==> src/rtl/core/zgs_pkg.sv <==
// ---------------------------------------------------------------------------
// zgs_pkg: shared types and codes for the zoom grid snap and step block
// Request mode codes, direction codes, register indexes and the control
// group that travels down the pipeline with each beat.
// ---------------------------------------------------------------------------
`default_nettype none

package zgs_pkg;

  // request modes
  localparam logic [1:0] MODE_CHECK = 2'd0;
  localparam logic [1:0] MODE_SNAP  = 2'd1;
  localparam logic [1:0] MODE_STEP  = 2'd2;

  // direction codes, two's complement
  localparam logic [1:0] DIR_ZERO = 2'b00;
  localparam logic [1:0] DIR_UP   = 2'b01;
  localparam logic [1:0] DIR_NEG2 = 2'b10;
  localparam logic [1:0] DIR_DOWN = 2'b11;

  // configuration register indexes
  localparam logic [1:0] CFG_STEP = 2'd0;
  localparam logic [1:0] CFG_MIN  = 2'd1;
  localparam logic [1:0] CFG_MAX  = 2'd2;

  // reset values, truncated to the zoom width at use
  localparam logic [15:0] RST_STEP = 16'd10;
  localparam logic [15:0] RST_MIN  = 16'd10;
  localparam logic [15:0] RST_MAX  = 16'd300;

  typedef struct packed {
    logic [1:0] mode;
    logic [1:0] dir;
  } ctl_t;

endpackage

`default_nettype wire

==> src/rtl/core/zgs_prep.sv <==
// ---------------------------------------------------------------------------
// zgs_prep: request entry stage
// Registers the request and forms the offset from the grid origin that the
// divider reduces modulo the step.
// ---------------------------------------------------------------------------
`default_nettype none

module zgs_prep #(
  parameter int W = 12
) (
  input  wire logic          clk_i,
  input  wire logic          rst_ni,
  input  wire logic          en_i,
  input  wire logic          v_i,
  input  wire logic [1:0]    mode_i,
  input  wire logic [W-1:0]  cur_i,
  input  wire logic [1:0]    dir_i,
  input  wire logic [W-1:0]  lo_i,
  output zgs_pkg::ctl_t      ctl_o,
  output logic               v_o,
  output logic [W-1:0]       cur_o,
  output logic [W-1:0]       dvd_o
);
  import zgs_pkg::*;

  logic         v_q;
  ctl_t         ctl_q;
  logic [W-1:0] cur_q;
  logic [W-1:0] dvd_q;
  logic [W-1:0] dvd_d;

  // a step down looks for the grid point strictly below, hence the extra one
  always_comb begin
    if (mode_i == MODE_STEP && dir_i == DIR_DOWN) begin
      dvd_d = cur_i - lo_i - W'(1);
    end else begin
      dvd_d = cur_i - lo_i;
    end
  end

  always_ff @(posedge clk_i or negedge rst_ni) begin
    if (!rst_ni) begin
      v_q <= 1'b0;
    end else if (en_i) begin
      v_q <= v_i;
    end
  end

  always_ff @(posedge clk_i) begin
    if (en_i) begin
      ctl_q.mode <= mode_i;
      ctl_q.dir  <= dir_i;
      cur_q      <= cur_i;
      dvd_q      <= dvd_d;
    end
  end

  assign v_o   = v_q;
  assign ctl_o = ctl_q;
  assign cur_o = cur_q;
  assign dvd_o = dvd_q;

endmodule

`default_nettype wire

==> src/rtl/core/zgs_div_stage.sv <==
// ---------------------------------------------------------------------------
// zgs_div_stage: one bit of the remainder pipeline
// Shifts in one dividend bit and subtracts the step when it fits, so that
// W stages in a row leave the offset modulo the step.
// ---------------------------------------------------------------------------
`default_nettype none

module zgs_div_stage #(
  parameter int W   = 12,
  parameter int IDX = 0
) (
  input  wire logic          clk_i,
  input  wire logic          rst_ni,
  input  wire logic          en_i,
  input  wire logic          v_i,
  input  wire zgs_pkg::ctl_t ctl_i,
  input  wire logic [W-1:0]  cur_i,
  input  wire logic [W-1:0]  dvd_i,
  input  wire logic [W-1:0]  rem_i,
  input  wire logic [W-1:0]  st_i,
  output logic               v_o,
  output zgs_pkg::ctl_t      ctl_o,
  output logic [W-1:0]       cur_o,
  output logic [W-1:0]       dvd_o,
  output logic [W-1:0]       rem_o
);
  import zgs_pkg::*;

  logic         v_q;
  ctl_t         ctl_q;
  logic [W-1:0] cur_q;
  logic [W-1:0] dvd_q;
  logic [W-1:0] rem_q;
  logic [W:0]   sh;
  logic [W-1:0] rem_d;

  // msb first: stage IDX takes bit W-1-IDX
  always_comb begin
    sh = {rem_i, dvd_i[W-1-IDX]};
    if (sh >= {1'b0, st_i}) begin
      rem_d = W'(sh - {1'b0, st_i});
    end else begin
      rem_d = sh[W-1:0];
    end
  end

  always_ff @(posedge clk_i or negedge rst_ni) begin
    if (!rst_ni) begin
      v_q <= 1'b0;
    end else if (en_i) begin
      v_q <= v_i;
    end
  end

  always_ff @(posedge clk_i) begin
    if (en_i) begin
      ctl_q <= ctl_i;
      cur_q <= cur_i;
      dvd_q <= dvd_i;
      rem_q <= rem_d;
    end
  end

  assign v_o   = v_q;
  assign ctl_o = ctl_q;
  assign cur_o = cur_q;
  assign dvd_o = dvd_q;
  assign rem_o = rem_q;

endmodule

`default_nettype wire

==> src/rtl/core/zgs_finish.sv <==
// ---------------------------------------------------------------------------
// zgs_finish: candidate and selection stages
// From the remainder, builds the grid point below and the one above, then
// picks the result for the mode and drives the output register.
// ---------------------------------------------------------------------------
`default_nettype none

module zgs_finish #(
  parameter int W = 12
) (
  input  wire logic          clk_i,
  input  wire logic          rst_ni,
  input  wire logic          en_i,
  input  wire logic          v_i,
  input  wire zgs_pkg::ctl_t ctl_i,
  input  wire logic [W-1:0]  cur_i,
  input  wire logic [W-1:0]  rem_i,
  input  wire logic [W-1:0]  st_i,
  input  wire logic [W-1:0]  lo_i,
  input  wire logic [W-1:0]  hi_i,
  output logic               v_o,
  output logic               ok_o,
  output logic [W-1:0]       tgt_o
);
  import zgs_pkg::*;

  // candidate stage
  logic         a_v_q;
  ctl_t         a_ctl_q;
  logic [W-1:0] a_cur_q;
  logic [W-1:0] a_base_q;
  logic [W:0]   a_nxt_q;
  logic         a_legal_q;
  logic         a_cfg_ok_q;
  logic         a_rng_q;
  logic [W-1:0] base_d;
  logic         cfg_ok;
  logic         in_rng;

  // output stage
  logic         o_v_q;
  logic         o_ok_q;
  logic [W-1:0] o_tgt_q;
  logic         ok_d;
  logic [W-1:0] tgt_d;
  logic [W:0]   sel;
  logic [W:0]   best_d;
  logic [W:0]   d_up;
  logic [W:0]   d_hi;
  logic [W:0]   hi_x;
  logic         dir_nonneg;

  assign cfg_ok = (st_i != '0) && (lo_i <= hi_i);
  assign in_rng = (cur_i >= lo_i) && (cur_i <= hi_i);

  always_comb begin
    if (ctl_i.mode == MODE_STEP && ctl_i.dir == DIR_DOWN) begin
      base_d = cur_i - W'(1) - rem_i;
    end else begin
      base_d = cur_i - rem_i;
    end
  end

  always_ff @(posedge clk_i or negedge rst_ni) begin
    if (!rst_ni) begin
      a_v_q <= 1'b0;
      o_v_q <= 1'b0;
    end else if (en_i) begin
      a_v_q <= v_i;
      o_v_q <= a_v_q;
    end
  end

  always_ff @(posedge clk_i) begin
    if (en_i) begin
      a_ctl_q    <= ctl_i;
      a_cur_q    <= cur_i;
      a_base_q   <= base_d;
      a_nxt_q    <= {1'b0, base_d} + {1'b0, st_i};
      a_legal_q  <= cfg_ok && in_rng && ((cur_i == hi_i) || (rem_i == '0));
      a_cfg_ok_q <= cfg_ok;
      a_rng_q    <= in_rng;
      o_ok_q     <= ok_d;
      o_tgt_q    <= tgt_d;
    end
  end

  assign hi_x       = {1'b0, hi_i};
  assign dir_nonneg = !a_ctl_q.dir[1];

  always_comb begin
    ok_d   = 1'b0;
    tgt_d  = '0;
    sel    = {1'b0, a_base_q};
    best_d = {1'b0, a_cur_q - a_base_q};
    d_up   = a_nxt_q - {1'b0, a_cur_q};
    d_hi   = hi_x - {1'b0, a_cur_q};
    case (a_ctl_q.mode)
      MODE_CHECK: begin
        ok_d = a_legal_q;
      end
      MODE_SNAP: begin
        // nearest of lower point, upper point if legal, and max
        if (a_nxt_q <= hi_x) begin
          if (d_up < best_d || (d_up == best_d && dir_nonneg)) begin
            sel    = a_nxt_q;
            best_d = d_up;
          end
        end
        if (d_hi < best_d || (d_hi == best_d && dir_nonneg && hi_x > sel)) begin
          sel = hi_x;
        end
        ok_d  = a_cfg_ok_q && a_rng_q && (a_ctl_q.dir != DIR_NEG2);
        tgt_d = sel[W-1:0];
      end
      MODE_STEP: begin
        if (a_ctl_q.dir == DIR_UP) begin
          ok_d = a_cfg_ok_q && (a_cur_q < hi_i);
          if (a_cur_q < lo_i) begin
            tgt_d = lo_i;
          end else if (a_nxt_q < hi_x) begin
            tgt_d = a_nxt_q[W-1:0];
          end else begin
            tgt_d = hi_i;
          end
        end else if (a_ctl_q.dir == DIR_DOWN) begin
          ok_d = a_cfg_ok_q && (a_cur_q > lo_i);
          if (a_cur_q > hi_i) begin
            tgt_d = hi_i;
          end else begin
            tgt_d = a_base_q;
          end
        end
      end
      default: begin
        ok_d = 1'b0;
      end
    endcase
    if (!ok_d) begin
      tgt_d = '0;
    end
  end

  assign v_o   = o_v_q;
  assign ok_o  = o_ok_q;
  assign tgt_o = o_tgt_q;

endmodule

`default_nettype wire

==> src/rtl/core/zoom_grid_snap_and_step.sv <==
// ---------------------------------------------------------------------------
// zoom_grid_snap_and_step: zoom grid check, snap and step in tenths
// The pipeline has one entry stage, one remainder stage per bit of the zoom
// width, then candidate and output stages. Throughput is one beat per cycle;
// the whole pipeline holds while the output beat is stalled. Reset empties
// the pipeline and loads step 10, min 10 and max 300 tenths.
// ---------------------------------------------------------------------------
`default_nettype none

module zoom_grid_snap_and_step #(
  parameter int ZOOM_BITS = 12
) (
  input  wire logic                  clk_i,
  input  wire logic                  rst_ni,
  input  wire logic                  cfg_we_i,
  input  wire logic [1:0]            cfg_idx_i,
  input  wire logic [ZOOM_BITS-1:0]  cfg_data_i,
  input  wire logic                  in_valid_i,
  output logic                       in_stall_o,
  input  wire logic [1:0]            mode_i,
  input  wire logic [ZOOM_BITS-1:0]  current_tenths_i,
  input  wire logic signed [1:0]     direction_i,
  output logic                       out_valid_o,
  input  wire logic                  out_stall_i,
  output logic                       ok_o,
  output logic [ZOOM_BITS-1:0]       target_tenths_o
);
  import zgs_pkg::*;

  localparam int W = ZOOM_BITS;

  logic [W-1:0] step_q;
  logic [W-1:0] min_q;
  logic [W-1:0] max_q;
  logic         en;

  logic         v_s   [0:W];
  ctl_t         ctl_s [0:W];
  logic [W-1:0] cur_s [0:W];
  logic [W-1:0] dvd_s [0:W];
  logic [W-1:0] rem_s [0:W];

  always_ff @(posedge clk_i or negedge rst_ni) begin
    if (!rst_ni) begin
      step_q <= W'(RST_STEP);
      min_q  <= W'(RST_MIN);
      max_q  <= W'(RST_MAX);
    end else if (cfg_we_i) begin
      unique case (cfg_idx_i)
        CFG_STEP: step_q <= cfg_data_i;
        CFG_MIN:  min_q  <= cfg_data_i;
        CFG_MAX:  max_q  <= cfg_data_i;
        default:  ;
      endcase
    end
  end

  // everything moves unless a finished beat is held at the output
  assign en         = !(out_valid_o && out_stall_i);
  assign in_stall_o = !en;

  zgs_prep #(.W(W)) u_prep (
    .clk_i  (clk_i),
    .rst_ni (rst_ni),
    .en_i   (en),
    .v_i    (in_valid_i),
    .mode_i (mode_i),
    .cur_i  (current_tenths_i),
    .dir_i  (direction_i),
    .lo_i   (min_q),
    .ctl_o  (ctl_s[0]),
    .v_o    (v_s[0]),
    .cur_o  (cur_s[0]),
    .dvd_o  (dvd_s[0])
  );

  assign rem_s[0] = '0;

  for (genvar i = 0; i < W; i++) begin : g_div
    zgs_div_stage #(.W(W), .IDX(i)) u_stage (
      .clk_i  (clk_i),
      .rst_ni (rst_ni),
      .en_i   (en),
      .v_i    (v_s[i]),
      .ctl_i  (ctl_s[i]),
      .cur_i  (cur_s[i]),
      .dvd_i  (dvd_s[i]),
      .rem_i  (rem_s[i]),
      .st_i   (step_q),
      .v_o    (v_s[i+1]),
      .ctl_o  (ctl_s[i+1]),
      .cur_o  (cur_s[i+1]),
      .dvd_o  (dvd_s[i+1]),
      .rem_o  (rem_s[i+1])
    );
  end

  zgs_finish #(.W(W)) u_finish (
    .clk_i  (clk_i),
    .rst_ni (rst_ni),
    .en_i   (en),
    .v_i    (v_s[W]),
    .ctl_i  (ctl_s[W]),
    .cur_i  (cur_s[W]),
    .rem_i  (rem_s[W]),
    .st_i   (step_q),
    .lo_i   (min_q),
    .hi_i   (max_q),
    .v_o    (out_valid_o),
    .ok_o   (ok_o),
    .tgt_o  (target_tenths_o)
  );

endmodule

`default_nettype wire

==> config.mk <==
export PLATFORM = sky130hd
export DESIGN_NAME = zoom_grid_snap_and_step
export DESIGN_NICKNAME = d
export VERILOG_FILES = /design/src/rtl/core/zgs_pkg.sv /design/src/rtl/core/zgs_prep.sv /design/src/rtl/core/zgs_div_stage.sv /design/src/rtl/core/zgs_finish.sv /design/src/rtl/core/zoom_grid_snap_and_step.sv
export SDC_FILE = /design/constraint.sdc
export NUM_CORES = 1
export LEC_CHECK = 0
export ABC_CLOCK_PERIOD_IN_PS = 16170
export BUFFER_PORTS_ARGS = -buffer_cell sky130_fd_sc_hd__buf_2
export CAP_MARGIN = 20
export CORE_AREA = 2 2 208 261
export DETAILED_ROUTE_END_ITERATION = 6
export DIE_AREA = 0 0 210 263
export PLACE_DENSITY = 0.88
export RECOVER_POWER = 100
export SETUP_SLACK_MARGIN = 0.02
export SYNTH_ARGS = -nofsm -noshare
export SYNTH_HDL_FRONTEND = slang
export SYNTH_SLANG_ARGS = --single-unit
==> constraint.sdc <==
create_clock -name clk_i -period 16.17 [get_ports clk_i]
set_input_delay 0.8085 -clock clk_i [delete_from_list [all_inputs] [get_ports clk_i]]
set_output_delay 0.8085 -clock clk_i [all_outputs]
set_load 0.1 [all_outputs]
==> summary.txt, run 1 <==
Status
  • Status: finished, violations left
  • Failing checks: max-capacitance violations, max-slew violations

Cells and area
  • Fillcell total: ~3700
  • Nets: approximately 2900
  • Layout cell share with drive strength beyond 1: 10.79%
  • Most frequent cells in the layout: edfxtp_1, ha_1, a21oi_1, inv_1, nand2_1
  • Syn-to-layout area delta: 8.723%
  • N_diodes: 0
  • Commonest non-fill, non-tap cell in the layout: edfxtp_1

Die
  • Starting Density: 57.57%
  • Core area: ~53000 sq um
  • DIE AREA: 55230 sq um
  • Num rows: between 90 and 100
  • Num ports: 50
  • DIE WIDTH: between 200 and 250 microns
  • Die height: 263 microns

Drt
  • Wirelength per Cell: 23.03 microns
  • Post-Route WL: between 70000 and 80000 microns
  • DRT iter0 DRCs: 1834
  • Antenna Nets Post-Route: 0
  • DR pass1 iterations: 6
  • Average vias per placed instance: 6.389
  • DR vias: 20514
  • DRC: 0

Global routing
  • Busiest grt layer: met2
  • Largest net degree at the start of global routing: between 150 and 200
  • Routing usage on met3: 3.841%
  • GRT Util Overall: 26.66%
  • Met1 usage: between 30 and 40%
  • Overflow after GRT: 0
  • Number of antenna violations at the first check in global routing: 1
  • Met2 Resource Use GR: about 47%
  • Vias in the first global route: ~21000
  • First-pass GRT wire length: 115200 microns

Yosys
  • Adder-Cell Fraction of Synth Area: 13.84%
  • Post-Synth Simple-Gate Area: 7.280%
  • Synth Area per Inst: ~13 sq um
  • Post-synthesis mux area share: 7.230%
  • Number of synthesized flops with an enable pin: 487
  • Cell count after synthesis: 2408
  • Syn nets: 2767
  • Synth Area in XOR/XNOR: 4.675%
  • Synth Flop Type: edfxtp_1
  • Ys Warns: 0
  • Compound-gate portion of the synthesized area: 11.87%
  • Post-synth cell types: 76
  • Post-synthesis sequential area ratio: a little over half
  • FFs w/ async S/R, synth: 9.480%
  • Largest family of logic cells by synthesized area: adder cells
  • Cell Area, Synth: 30270 sq um
  • Seq cells post-synth: 538

Critical path
  • Worst reg-to-reg path cell count: 3
  • Reg-to-Reg End: g_div[4].u_stage.dvd_o[0]$_DFFE_PN_
  • Critical Path Sink Type: register
  • R2R Setup Slk: 6300 ps
  • Startpoint types: register
  • Critical path peak fanout: 156
  • Worst path arrival time: 10070 ps
  • Req. time, crit path: 16370 ps
  • Launching point of the worst reg2reg path: u_finish.v_o$_DFFE_PN0N_
  • Worst setup path class: reg2reg

Clock tree
  • H-tree levels: 2
  • Worst-Skew Late Latency: 590 ps
  • Post-CTS Setup Inserts: 0
  • Clock Tree Buf Depth: 3
  • Post-CTS sizing: 0
  • CTS Hold Bufs: 0
  • CTS tree: built
  • Clock root buffer: clkbuf_16
  • Num Clock Sinks: roughly 540
  • Clock-pin slew of the registers on the worst-case setup and hold paths: approximately 70 ps
  • CTS Buf Count: 48

Timing
  • RSZ-0062 raised after global routing: no
  • Period utilization: about three fifths
  • Fin. Hold Viols: 0
  • Relative slew margins: -458.6%
  • Clk_skew: about 18 ps
  • Worst-Margin Slew: 8379 ps
  • Fin. max-slew vios: slightly above 500
  • Setup violators final: 0
  • Fmax: 101.3 MHz
  • Min cycle time layout: just under 10000 ps
  • Setup TNS Final: 0 ps

Placement
  • GPL Wtd Cong: 0.9152
  • Post-DP HPWL: 52230 microns
  • IO Port Bufs: 49

Worst hold path
  • Hold depth: 0
  • Worst min path class: reg2reg
  • Min-Delay Endpoint: g_div[0].u_stage.dvd_o[1]$_DFFE_PN_
  • Min-Delay Startpoint: u_prep.dvd_o[1]$_DFFE_PN_

Flow run
  • Max-Cap Viols: 8
[stage by stage]
stage / area, sq um / hold slack [ps] / util, % / worst slack [ps] / std cells
2_1_floorplan: 30270 / 400.3 / - / 4954 / 2408
3_3_place_gp: 31370 / 401.0 / 59.68 / 9434 / 3117
3_5_place_dp: 31370 / 404.5 / 59.68 / 9366 / 3117
4_1_cts: 33010 / 376.6 / 62.79 / 9301 / 3207
5_1_grt: 32910 / 402.3 / 62.59 / 5546 / 3211
6_report: 32910 / 415.6 / 62.59 / 6302 / 3211
[per-layer routing]
metal,routed length [microns],share of wire [%]
met3,4418,6.0
met4,4541,6.1
met2,37420,51
met1,27550,37
met5,10,0.014
[worst max-delay path, stage by stage (launching register included)]
cell	delay [ps]
dfrtp_1	380
nand2_1	1480
clkbuf_1	5890
buf_4	1470
[cell type report]
cell class	count	area, sq um	share of cell area (%)
clock buffer	52	1216	3.696
clock inverter	38	419.2	1.274
inverter	163	611.8	1.859
multi-input combinational	1676	13580	41.26
sequential	538	15910	48.35
tap	672	840.8	2.555
timing repair buffer	72	330.3	1.004
[worst max path at each step]
stage	from	end	slack [ps]	depth (start not counted)
floorplan	u_finish.v_o$_DFFE_PN0N_	in_stall_o	4950	3
global placement	u_finish.a_cur_q[0]$_DFFE_PN_	u_finish.tgt_o[1]$_SDFFCE_PN0N_	9430	29
detailed placement	u_finish.a_cur_q[0]$_DFFE_PN_	u_finish.tgt_o[9]$_SDFFCE_PN0N_	9370	29
CTS	u_finish.a_cur_q[0]$_DFFE_PN_	u_finish.tgt_o[9]$_SDFFCE_PN0N_	9300	29
global route	u_finish.v_o$_DFFE_PN0N_	g_div[7].u_stage.dvd_o[2]$_DFFE_PN_	5550	3
finish	u_finish.v_o$_DFFE_PN0N_	g_div[4].u_stage.dvd_o[0]$_DFFE_PN_	6300	3
[logic make-up (layout without fill, tap and decap cells)]
kind of cell | after synthesis | count (layout)
compound gates | 544 | 544
buf+inv | 194 | 325
mux | 200 | 200
other cells | 1 | 1
xor+xnor | 160 | 160
flops | 538 | 538
fa+ha+maj | 324 | 324
simple gates | 447 | 447
[flip-flops by register name (all words and copies together), names as in the netlist, 13 cells and up]
name                 count
g_div.u_stage.dvd_o     66
g_div.u_stage.rem_o    144
g_div.u_stage.cur_o    144
g_div.u_stage.ctl_o     48
u_finish.a_nxt_q        13
[cells in the mapped netlist (all sizes together), types with 17 or more instances]
| library cell | number | share of area, % |
|---|---|---|
| xnor2 | 110 | 3.2 |
| dfrtp | 43 | 3.6 |
| nor2b | 28 | 0.58 |
| nand2 | 123 | 1.5 |
| nand3 | 38 | 0.63 |
| nand4 | 43 | 0.89 |
| a2111oi | 20 | 0.60 |
| a31o | 17 | 0.49 |
| edfxtp | 487 | 48 |
| fa | 18 | 1.2 |
| a211oi | 30 | 0.76 |
| o21ai | 85 | 1.4 |
| xor2 | 49 | 1.4 |
| o21bai | 18 | 0.45 |
| inv | 162 | 2.0 |
| a21oi | 179 | 3.0 |
| nor2 | 89 | 1.1 |
| mux2i | 54 | 1.8 |
| ha | 306 | 13 |
| nor3 | 41 | 0.68 |
| mux2 | 146 | 5.4 |
| a21o | 81 | 2.0 |
| buf | 19 | 0.36 |
Power of run 1 is left out: the tool's default activity adds up to more than one toggle a clock period on the data nets, which glitch-free logic cannot reach.
==> run 2: changes to the inputs <==
Settings changed: ABC_CLOCK_PERIOD_IN_PS 16170 to 9210, CORE_AREA 2 2 208 261 to 2 2 204 257, DIE_AREA 0 0 210 263 to 0 0 206 259, PLACE_DENSITY 0.88 to 0.87.
Clock period 16.17 ns to 9.21 ns, I/O delays scaled along.
==> run 2 against run 1 <==
The flow still finishes with violations (max-capacitance violations, max-slew violations). Via count is 0.79% lower. Critical endpoint is now g_div[2].u_stage.rem_o[0]$_DFFE_PN_. Worst setup slack worse by 4700 ps. Clock skew is 16 ps higher. Core utilization is 1.9 points higher. Register-to-register slack worse by 4700 ps. Global-route usage is 0.58 points higher. Non-clock buffer count is 1 higher. Critical path depth stayed put.
==> summary.txt, run 2 (synthesis results as in run 1) <==
Global routing
  • Overflow after GRT: 0 (unchanged)
  • GRT Util Overall: 27.24% (+0.58 points)
  • Largest net degree at the start of global routing: 84 (-46%)
  • Number of antenna violations at the first check in global routing: 0 (-1)
  • First-pass GRT wire length: 112500 microns (-2.3%)
  • Vias in the first global route: 20842 (-3.0%)

Clock tree
  • Clock root buffer: clkbuf_16
  • Num Clock Sinks: 538 (unchanged)
  • Post-CTS sizing: 0 (unchanged)
  • Clock-pin slew of the registers on the worst-case setup and hold paths: 70 ps (about the same)
  • CTS tree: built
  • Post-CTS Setup Inserts: 0 (unchanged)
  • Clock Tree Buf Depth: 3 (unchanged)
  • CTS Buf Count: 48 (unchanged)
  • CTS Hold Bufs: 0 (unchanged)
  • H-tree levels: 2 (unchanged)
  • Worst-Skew Late Latency: 610 ps (+20 ps)

Timing
  • Worst-Margin Slew: 4241 ps (-4138 ps)
  • Fmax: 132.2 MHz (+30%)
  • Clk_skew: 33.67 ps (+15.72 ps)
  • Fin. Hold Viols: 0 (unchanged)
  • Setup TNS Final: 0 ps (unchanged)
  • Fin Hold WS: 38.87 ps (-376.7 ps)
  • Period utilization: 82.13% (+21 points)
  • Relative slew margins: -182.7% (+280 points)
  • Min cycle time layout: 7564 ps (-2304 ps)
  • RSZ-0062 raised after global routing: no
  • Setup violators final: 0 (unchanged)
  • Fin. max-slew vios: 598 (+18%)

Drt
  • DRC: 0 (unchanged)
  • DR vias: 20352 (-0.79%)
  • Antenna Nets Post-Route: 0 (unchanged)
  • Post-Route WL: 72370 microns (-2.1%)
  • Average vias per placed instance: 6.352 (-0.57%)
  • DRT iter0 DRCs: 1796 (-2.1%)
  • DR pass1 iterations: 6 (unchanged)
  • Wirelength per Cell: 22.59 microns (-1.9%)

Critical path
  • Req. time, crit path: 9380 ps (-6990 ps)
  • Critical Path Sink Type: register
  • Worst reg-to-reg path cell count: 3 (unchanged)
  • R2R Setup Slk: 1650 ps (-4660 ps)
  • Worst path arrival time: 7730 ps (-2340 ps)
  • Startpoint types: register
  • Reg-to-Reg End: g_div[2].u_stage.rem_o[0]$_DFFE_PN_
  • Worst setup path class: reg2reg
  • Launching point of the worst reg2reg path: u_finish.v_o$_DFFE_PN0N_
  • Critical path peak fanout: 83 (-47%)

Cells and area
  • Layout cell share with drive strength beyond 1: 10.52% (-0.28 points)
  • Fin util: 64.51% (+1.9 points)
  • Nets: 2859 (+0.035%)
  • Finished Layout Cells: 3204 (-0.22%)
  • Syn-to-layout area delta: 8.623% (about the same)
  • Commonest non-fill, non-tap cell in the layout: edfxtp_1
  • Most frequent cells in the layout: edfxtp_1, ha_1, a21oi_1, inv_1, nand2_1
  • N_diodes: 0 (unchanged)

Flow run
  • Max-Cap Viols: 11 (+3)

Die
  • DIE AREA: 53350 sq um (-3.4%)
  • DIE WIDTH: 206 microns (-1.9%)
  • Starting Density: 59.39% (+1.8 points)
  • Num ports: 50 (unchanged)
  • Num rows: 93 (-1.1%)
  • Die height: 259 microns (-1.5%)
  • Core area: 50970 sq um (-3.1%)

Placement
  • Cell count after placement: 3111 (-0.19%)
  • IO Port Bufs: 49 (unchanged)
  • Post-DP HPWL: 52240 microns (about the same)
  • GPL Wtd Cong: 0.9477 (+3.6%)

Worst hold path
  • Hold depth: 1 (+1)
  • Min-Delay Endpoint: u_prep.ctl_o[1]$_DFFE_PN_
  • Min-Delay Startpoint: direction_i[1]
  • Worst min path class: in2reg

Status
  • Failing checks: max-capacitance violations, max-slew violations
  • Status: finished, violations left
run 2: cell types whose count changed in the layout (fill, tap and decap cells not counted), sizes merged:
| cell | previous run | this run |
|---|---|---|
| clkinv | 25 | 19 |
| buf | 28 | 26 |
| clkbuf | 96 | 103 |
| bufinv | 6 | 5 |
| clkinvlp | 5 | 7 |
run 2: how the worst max path moves through the flow:
stage,slack (ps),to,startpoint,depth (start not counted)
2_1_floorplan,2160,in_stall_o,u_finish.v_o$_DFFE_PN0N_,3
5_1_grt,1000,g_div[1].u_stage.dvd_o[7]$_DFFE_PN_,u_finish.v_o$_DFFE_PN0N_,3
6_report,1650,g_div[2].u_stage.rem_o[0]$_DFFE_PN_,u_finish.v_o$_DFFE_PN0N_,3
4_1_cts,2400,u_finish.tgt_o[9]$_SDFFCE_PN0N_,u_finish.a_cur_q[0]$_DFFE_PN_,29
3_3_place_gp,2540,u_finish.tgt_o[1]$_SDFFCE_PN0N_,u_finish.a_cur_q[0]$_DFFE_PN_,29
3_5_place_dp,2450,u_finish.tgt_o[9]$_SDFFCE_PN0N_,u_finish.a_cur_q[0]$_DFFE_PN_,29
run 2: metal layers:
layer  up-vias  track usage, %  routed length, microns
met5         -               0                       0
met4         0           14.27                    4257
met3       242           3.590                    4303
met2       872           48.05                   36420
met1      9887           32.34                   27390
li1       9351               -                       -
run 2: layout make-up:
class | count | area [sq um]
Clock buffer | 56 | 1231
Clock inverter | 33 | 391.6
Fill cell | 3611 | 18090
Inverter | 163 | 611.8
Multi-Input combinational cell | 1676 | 13570
Sequential cell | 538 | 15910
Tap cell | 665 | 832.0
Timing Repair Buffer | 73 | 327.8
run 2: per-stage QoR:
stage / area [sq um] / setup slack (ps)
after global placement: 31360 / 2536
after floorplan: 30270 / 2162
after detailed placement: 31360 / 2451
after global routing: 32880 / 995.0
after CTS: 32980 / 2397
final: 32880 / 1646
run 2: critical path: stages, from the launching register on:
cell and delay [ps]:
dfrtp_1 380, nand2_1 1810, clkbuf_1 3060, clkbuf_2 1690
Power of run 2 is left out for the same reason.
